## src/rtl/core/u3cjk_pkg.sv

```systemverilog
`default_nettype none

package u3cjk_pkg;

  // position inside a three-byte sequence
  localparam logic [1:0] PosLead   = 2'd0;
  localparam logic [1:0] PosSecond = 2'd1;
  localparam logic [1:0] PosThird  = 2'd2;

  // lead byte of a three-byte sequence has the form 1110xxxx
  localparam logic [3:0] LeadPrefix = 4'hE;

  // bounds of the cjk unified ideograph range
  localparam logic [15:0] CjkLow  = 16'h4E00;
  localparam logic [15:0] CjkHigh = 16'h9FA5;

  // decoder state carried from byte to byte
  typedef struct packed {
    logic [1:0] pos;
    logic [9:0] partial;
    logic       err;
  } state_t;

  // one result transaction
  typedef struct packed {
    logic [15:0] code_unit;
    logic        has_code;
    logic        is_cjk;
    logic        string_done;
    logic        decode_error;
  } result_t;

endpackage

`default_nettype wire

```

## src/rtl/core/u3cjk_step.sv

```systemverilog
`default_nettype none

module u3cjk_step (
  input  var u3cjk_pkg::state_t  state_i,
  input  wire logic [7:0]        data_byte_i,
  input  wire logic              end_of_string_i,
  output u3cjk_pkg::state_t      state_o,
  output u3cjk_pkg::result_t     result_o,
  output logic                   has_result_o
);

  u3cjk_pkg::state_t adv;
  logic [15:0]       unit;
  logic              have;

  // sequence assembly, ignored once the string has an error
  always_comb begin
    adv  = state_i;
    unit = '0;
    have = 1'b0;
    if (!state_i.err) begin
      unique case (state_i.pos)
        u3cjk_pkg::PosSecond: begin
          adv.partial = {state_i.partial[3:0], data_byte_i[5:0]};
          adv.pos     = u3cjk_pkg::PosThird;
        end
        u3cjk_pkg::PosThird: begin
          unit        = {state_i.partial, data_byte_i[5:0]};
          have        = 1'b1;
          adv.partial = '0;
          adv.pos     = u3cjk_pkg::PosLead;
        end
        default: begin
          // lead position; the unused code behaves the same
          if (data_byte_i[7:4] == u3cjk_pkg::LeadPrefix) begin
            adv.partial = {6'd0, data_byte_i[3:0]};
            adv.pos     = u3cjk_pkg::PosSecond;
          end else begin
            adv.err = 1'b1;
            adv.pos = u3cjk_pkg::PosLead;
          end
        end
      endcase
      // truncated sequence at end of string
      if (end_of_string_i && adv.pos != u3cjk_pkg::PosLead) begin
        adv.err = 1'b1;
      end
    end
  end

  // result and state for the next byte
  always_comb begin
    result_o.code_unit    = unit;
    result_o.has_code     = have;
    result_o.is_cjk       = have && (unit >= u3cjk_pkg::CjkLow) && (unit <= u3cjk_pkg::CjkHigh);
    result_o.string_done  = end_of_string_i;
    result_o.decode_error = end_of_string_i && adv.err;
    has_result_o          = have || end_of_string_i;
    state_o               = end_of_string_i ? '0 : adv;
  end

endmodule

`default_nettype wire

```

## src/rtl/core/utf8_three_byte_cjk_decoder_core.sv

```systemverilog
`default_nettype none

// Decodes a stream of UTF-8 bytes, one byte per transaction, holding only
// three-byte sequences (lead 1110xxxx), into 16-bit code units, each flagged
// when it falls in 0x4E00..0x9FA5. A unit comes out on the third byte of its
// sequence; the byte marked end_of_string always yields a closing result with
// string_done set, and decode_error on it tells the consumer to drop the whole
// string (bad lead byte or truncated sequence). Other bytes yield no result.
// Continuation prefixes are not checked. Each byte goes through shallow logic
// from the decoder state register into a result register, so one byte is
// accepted every cycle unless in_stall_o is high; a two-entry output stage
// (result register plus skid register) lets input keep flowing while the
// output stalls, until a second result is waiting behind the one held at the
// output. A result is registered into the result register, or into the skid register if that is held.
module utf8_three_byte_cjk_decoder_core (
  input  wire logic        clk_i,
  input  wire logic        rst_ni,
  input  wire logic        in_valid_i,
  output logic             in_stall_o,
  input  wire logic [7:0]  data_byte_i,
  input  wire logic        end_of_string_i,
  output logic             out_valid_o,
  input  wire logic        out_stall_i,
  output logic [15:0]      code_unit_o,
  output logic             has_code_o,
  output logic             is_cjk_o,
  output logic             string_done_o,
  output logic             decode_error_o
);

  u3cjk_pkg::state_t  state_q, state_d;
  u3cjk_pkg::result_t step_res;
  u3cjk_pkg::result_t out_q, skid_q;
  logic               step_has;
  logic               out_valid_q, skid_valid_q;
  logic               in_fire, out_fire, res_valid;

  // per-byte decode
  u3cjk_step u_step (
    .state_i        (state_q),
    .data_byte_i    (data_byte_i),
    .end_of_string_i(end_of_string_i),
    .state_o        (state_d),
    .result_o       (step_res),
    .has_result_o   (step_has)
  );

  // handshake
  assign in_stall_o = skid_valid_q;
  assign in_fire    = in_valid_i && !skid_valid_q;
  assign out_fire   = out_valid_q && !out_stall_i;
  assign res_valid  = in_fire && step_has;

  // decoder state
  always_ff @(posedge clk_i or negedge rst_ni) begin
    if (!rst_ni) begin
      state_q <= '0;
    end else if (in_fire) begin
      state_q <= state_d;
    end
  end

  // output control: result register with skid behind it
  always_ff @(posedge clk_i or negedge rst_ni) begin
    if (!rst_ni) begin
      out_valid_q  <= 1'b0;
      skid_valid_q <= 1'b0;
    end else if (skid_valid_q) begin
      if (out_fire) begin
        skid_valid_q <= 1'b0;
      end
    end else if (res_valid) begin
      if (out_valid_q && !out_fire) begin
        skid_valid_q <= 1'b1;
      end else begin
        out_valid_q <= 1'b1;
      end
    end else if (out_fire) begin
      out_valid_q <= 1'b0;
    end
  end

  // output payload
  always_ff @(posedge clk_i) begin
    if (skid_valid_q) begin
      if (out_fire) begin
        out_q <= skid_q;
      end
    end else if (res_valid) begin
      if (out_valid_q && !out_fire) begin
        skid_q <= step_res;
      end else begin
        out_q <= step_res;
      end
    end
  end

  assign out_valid_o    = out_valid_q;
  assign code_unit_o    = out_q.code_unit;
  assign has_code_o     = out_q.has_code;
  assign is_cjk_o       = out_q.is_cjk;
  assign string_done_o  = out_q.string_done;
  assign decode_error_o = out_q.decode_error;

  // skid entry is only used behind a full result register
  a_skid_behind_out: assert property (@(posedge clk_i) disable iff (!rst_ni)
    skid_valid_q |-> out_valid_q)
    else $error("skid register holds a transaction while the result register is empty");

  // the unused position code is never reached
  a_pos_legal: assert property (@(posedge clk_i) disable iff (!rst_ni)
    state_q.pos != 2'd3)
    else $error("byte position reached the unused code");

  // an error is only reported on the closing result and never with a code unit
  a_error_closes: assert property (@(posedge clk_i) disable iff (!rst_ni)
    out_valid_o && decode_error_o |-> string_done_o && !has_code_o)
    else $error("decode error outside a clean closing result");

  // the range flag only accompanies a code unit
  a_cjk_needs_code: assert property (@(posedge clk_i) disable iff (!rst_ni)
    out_valid_o && is_cjk_o |-> has_code_o)
    else $error("cjk flag set without a code unit");

  // a closing byte leaves the decoder in its reset state
  a_state_cleared: assert property (@(posedge clk_i) disable iff (!rst_ni)
    in_fire && end_of_string_i |=> state_q == '0)
    else $error("decoder state not cleared after end of string");

endmodule

`default_nettype wire
```

## config.mk

```make
export PLATFORM = sky130hd
export DESIGN_NAME = utf8_three_byte_cjk_decoder_core
export DESIGN_NICKNAME = d
export VERILOG_FILES = /design/src/rtl/core/u3cjk_pkg.sv /design/src/rtl/core/u3cjk_step.sv /design/src/rtl/core/utf8_three_byte_cjk_decoder_core.sv
export SDC_FILE = /design/constraint.sdc
export NUM_CORES = 1
export LEC_CHECK = 0
export ABC_AREA = 1
export BUFFER_PORTS_ARGS = -buffer_cell sky130_fd_sc_hd__buf_2
export CAP_MARGIN = 40
export CELL_PAD_IN_SITES_DETAIL_PLACEMENT = 1
export CELL_PAD_IN_SITES_GLOBAL_PLACEMENT = 1
export CORE_MARGIN = 4
export CORE_UTILIZATION = 35
export CTS_CLUSTER_DIAMETER = 40
export DETAILED_ROUTE_END_ITERATION = 16
export GPL_TIMING_DRIVEN = 0
export PLACE_DENSITY_LB_ADDON = 0.1
export SYNTH_ARGS = -nofsm -noshare
export SYNTH_HDL_FRONTEND = slang
export SYNTH_SLANG_ARGS = --single-unit
```

## constraint.sdc

```tcl
create_clock -name clk_i -period 4.1 [get_ports clk_i]
set_clock_uncertainty 0.1 [all_clocks]
set_input_delay 0.41 -clock clk_i [delete_from_list [all_inputs] [get_ports clk_i]]
set_output_delay 0.41 -clock clk_i [all_outputs]
set_load 0.05 [all_outputs]
```

## After elaboration in Yosys (flattened, before gate mapping)

Index checks and enable logic that the tools add are counted.

- Order comparisons: 2
- Equality and inequality tests: 7
- Multiplexer cells: 24
- Bitwise gates (word level): 1
- Reductions and logical operators: 22

Operators by type and width:

| cell | number |
|---|---|
| $mux 20 | 4 |
| $mux 16 | 2 |
| $mux 13 | 2 |
| $pmux 12 s2 | 1 |
| $ge 16x15->1 const B | 1 |
| $le 16x16->1 const B | 1 |
| $mux 1 | 13 |
| $mux 12 | 1 |
| $reduce_and 3->1 | 4 |
| $mux 10 | 1 |
| $logic_and 1x1->1 | 8 |
| $ne 2x2->1 const B | 3 |
| $reduce_bool 2->1 | 3 |
| $eq 4x4->1 const B | 1 |
| $reduce_bool 4->1 | 1 |
| $logic_not 1->1 | 3 |
| $eq 2x1->1 const B | 1 |
| $eq 2x2->1 const B | 1 |
| $ne 2x1->1 const B | 1 |
| $reduce_and 2->1 | 1 |
| $reduce_or 2->1 | 1 |
| $logic_or 1x1->1 | 1 |
| $not 1->1 | 1 |

- Register bits: 55
- Input bits: 13
- Output and inout port bits: 22
- Logic and storage cells: 71

## Depth between registers and ports, before layout

- Depth in word-level cells: 12
- Depth in mapped cells: 12
- Mapped depth without buffers: 11

## Hierarchy

Synthesis repeated with hierarchy kept, for this count alone.

- Cells, all modules: 288
- Area total of the unflattened synthesis: 2627.5 um2

Modules (own cells, without submodules):

| module | times used | cells each | area an instance (um2) | sequential area each (um2) |
|---|---|---|---|---|
| utf8_three_byte_cjk_decoder_core | 1 | 178 | 2084.5 | 1576.5 |
| u3cjk_step | 1 | 110 | 543.0 | 0.0 |

## Worst setup path before layout

No wires, ideal clock.

- Path kind: register -> register
- Start: register state_q[11] (netlist name)
- End: register out_q (netlist bit code_unit_o[0]) (enable)
- Setup time: 404 ps
- Arrival time: 2148 ps
- Required time: 3596 ps
- Setup slack: 1448 ps
- Stages on the path, launching flop included: 9
- Path buffers: 0
- Clock period less this slack: 2652 ps
- Cells stage by stage: dfrtp_1 -> inv_1 -> ha_1 -> inv_1 -> nor2_4 -> inv_2 -> a21oi_1 -> a21oi_1 -> a21oi_1

RTL lines:

| what | line | source |
|---|---|---|
| start, declared | utf8_three_byte_cjk_decoder_core.sv:31 | `u3cjk_pkg::state_t state_q, state_d;` |
| start signal, assigned | utf8_three_byte_cjk_decoder_core.sv:59 | `state_q <= state_d;` |
| end signal, assigned | utf8_three_byte_cjk_decoder_core.sv:87 | `out_q <= skid_q;` |
| end signal, assigned | utf8_three_byte_cjk_decoder_core.sv:93 | `out_q <= step_res;` |
| end, declared | utf8_three_byte_cjk_decoder_core.sv:33 | `u3cjk_pkg::result_t out_q, skid_q;` |

==> results_dict.tcl <==
set metrics [dict create \
    vias 1821 \
    clockBufferDepth 2 \
    synth.distinct_cells 24 \
    ys_top_cells_by_area "edfxtp_1 (49%), dfrtp_1 (15%), nand2_1 (15%)" \
    min_period_over_period_pct 58.3 \
    synth_adder_area_share_pct 1.54 \
    drt-total-wl_mm 5.62 \
    synth_nets 267 \
    grt_max_degree 18 \
    synth_simple_gate_area_share_pct 22.5 \
    regArea_sq_um 1580 \
    timing.critical_path.mode_cell "inv_1" \
    start_util_pct 36.0 \
    worstPathRequired_ns 4.03 \
    io_buffers 34 \
    insertion_delay_ns 0.31 \
    hpwl_mm 4.29 \
    core_sq_um 6790 \
    fillers 798 \
    cts_tree "done" \
    synth.area.mux_share_pct 0 \
    outcome "finished, final reports clean" \
    syn_area_sq_um 2440 \
    post_cts_buffers 0 \
    drc 0 \
    setup_viol 0 \
    ys.warnings.count 0 \
    synth_top_family_by_area "simple AND/OR/NAND/NOR gates" \
    ctsRootBufferMaster "clkbuf_8" \
    synthCells 251 \
    vdd_drop_max_uv 166 \
    ant_nets 0 \
    worst_slew_pin_slew_ns 0.652 \
    synth_compound_area_share_pct 6.35 \
    avgRoutedWirePerCell_um 14.3 \
    synth_top_cell_by_area "edfxtp_1" \
    cp.arrival_ns 2.31 \
    grt_pass1_vias 1709 \
    cts_sinks 55 \
    vias_per_cell 4.65 \
    rsz0062_at_grt "false" \
    antenna_found_initial 0 \
    drt_pass1_iterations 4 \
    hold_path_class "in -> reg" \
    core.rowCount 30 \
    grt-ovfl-total 0 \
    syn_to_final_growth_pct 17.5 \
    ios 35 \
    rrSetupSlack_ns 1.71 \
    die_area_sq_um 8390 \
    place.gp.congestion 0.764 \
    path_max_fanout 11 \
    die_y_um 91.6 \
    post-route-util_pct 42.3 \
    finalSetupTns_ns 0 \
    maxCapViolations 0 \
    slowest_stage "nor2_2" \
    seq_area_frac_synth_pct 64.5 \
    initialDrtViolationCount 56 \
    avgSynthCellArea_sq_um 9.74 \
    powerDensity_nw_per_um2 592 \
    hold_viol 0 \
    drive_gt1_share_pct 18.9 \
    h-tree-depth 2 \
    ys_ff_latch 55 \
    synth_xor_area_share_pct 0 \
    grt_pass1_wl_mm 8.99 \
    antenna_cells 0 \
    die_x_um 91.6 \
    synth_top_area_share_pct 49.1 \
    final.min_clock_period_ns 2.39 \
    grt_usage_pct 13.7 \
    clk_pin_slew_ns 0.10 \
    nets 311 \
    finalMaxSlewViolations 0 \
    multiInputGateArea_sq_um 749 \
    end_kind "flip-flop" \
    numCtsBuffers 5 \
    path_class "reg -> reg" \
    max_stage_delay_ns 0.43 \
    worstPathCellList "inv_1 -> ha_1 -> inv_1 -> nor2_4 -> inv_2 -> a21oi_1 -> inv_1 -> nor2_2 -> buf_6" \
    cp-start-kind "flip-flop" \
    relSlewSlack_pct 56.2 \
    power.leakage_nw 1.23 \
    fmax_ghz 0.419 \
]
[Yosys cell counts]
library cell and count:
edfxtp_1 40, o21ai_0 14, nor2_2 2, nand2_2 1, dfrtp_1 15, buf_1 1, inv_1 20, nor4_2 1
a21oi_1 5, nor3_1 1, clkbuf_1 3, buf_2 1, nand3_1 12, inv_2 2, and2_1 1, buf_6 2
o32ai_1 1, nand2_1 96, nand4_1 2, ha_1 3, nor2_4 1, o21ai_1 9, nor2_1 17, a31oi_1 1
[per-layer routing]
metal  track usage, %  routed length, um  part of all wire (%)  vias up
li1                 -                  -                     -      911
met1             19.8               2800                    50      869
met2             21.2               2560                    46       35
met3             2.65                213                   3.8        6
met4             3.02                 53                  0.94        0
met5                0                  0                     0        -
[sequential cells by signal, indices dropped and copies added, names as in the netlist]
| signal | count |
|---|---|
| code_unit_o | 16 |
| string_done_o | 1 |
| has_code_o | 1 |
| decode_error_o | 1 |
| in_stall_o | 1 |
| out_valid_o | 1 |
| skid_q | 20 |
| is_cjk_o | 1 |
| state_q | 13 |
[kinds of logic (layout without fill, tap and decap cells)]
kind of cell / Yosys count / in the layout
compound gates: 30 / 30
fa+ha+maj: 3 / 3
buf+inv: 29 / 74
flops: 55 / 55
simple gates: 134 / 134
[power breakdown]
group,internal (mW),switching [mW],leakage (nW)
logic,0.126,0.475,0.597
clock network,0.138,0.183,0.0474
registers,0.724,0.0529,0.582
[path summary, 6_finish.rpt]
check	from	endpoint	cells after the start
max	state_q[11]$_DFFE_PN0P_	skid_q[9]$_DFFE_PP_	9
min	end_of_string_i	skid_q[1]$_DFFE_PP_	1
max reg2reg	state_q[11]$_DFFE_PN0P_	skid_q[9]$_DFFE_PP_	9
min reg2reg	skid_q[14]$_DFFE_PP_	code_unit_o[10]$_DFFE_PP_	2
max in group asynchronous	rst_ni	state_q[9]$_DFFE_PN0P_	2
min in group asynchronous	rst_ni	out_valid_o$_DFFE_PN0P_	2
[cell usage in the layout, fill, tap and decap left out, drive strengths merged]
master,instances
nand2,97
edfxtp,40
buf,40
o21ai,23
inv,22
nor2,20
dfrtp,15
nand3,12
clkbuf,9
a21oi,5
ha,3
nand4,2
nor3,1
and2,1
a31oi,1
o32ai,1
nor4,1
clkinv,1
clkinvlp,1
dlygate4sd3,1
[what timing repair did]
item | 4_1_cts | 5_1_grt
hold buffers | 1 | 0
resized for setup | 0 | 0
hold endpoints to repair | 15 | 0
[critical path, delay by kind of cell (launching register included)]
kind                       cells  cell delay (ns)
and+or+nand+nor                2             0.63
AOI/OAI and AO/OA              1             0.19
adders and majority gates      1             0.16
DFF                            1             0.41
buffers and inverters          5             0.60
[layout make-up]
| cell class | instances | share of cell area (%) |
|---|---|---|
| tap | 96 | 4.18 |
| clock inverter | 2 | 0.566 |
| inverter | 22 | 2.87 |
| timing repair buffer | 37 | 7.06 |
| clock buffer | 6 | 2.87 |
| buffer | 7 | 1.48 |
| sequential | 55 | 54.9 |
| multi-input combinational | 167 | 26.1 |
[through the flow]
stage	setup slack [ns]	std cells	hold WS, ns	power (mW)	instance area (sq um)
after floorplan	1.45	251	0.0144	1.22	2440
after global placement	0.885	381	0.244	1.38	2740
after CTS	1.65	392	0.247	1.73	2870
final	1.71	392	0.245	1.70	2870
after detailed placement	1.67	383	0.246	1.40	2760
after global routing	1.48	392	0.259	1.80	2870
No activity file was read; power rests on OpenSTA's default activity.
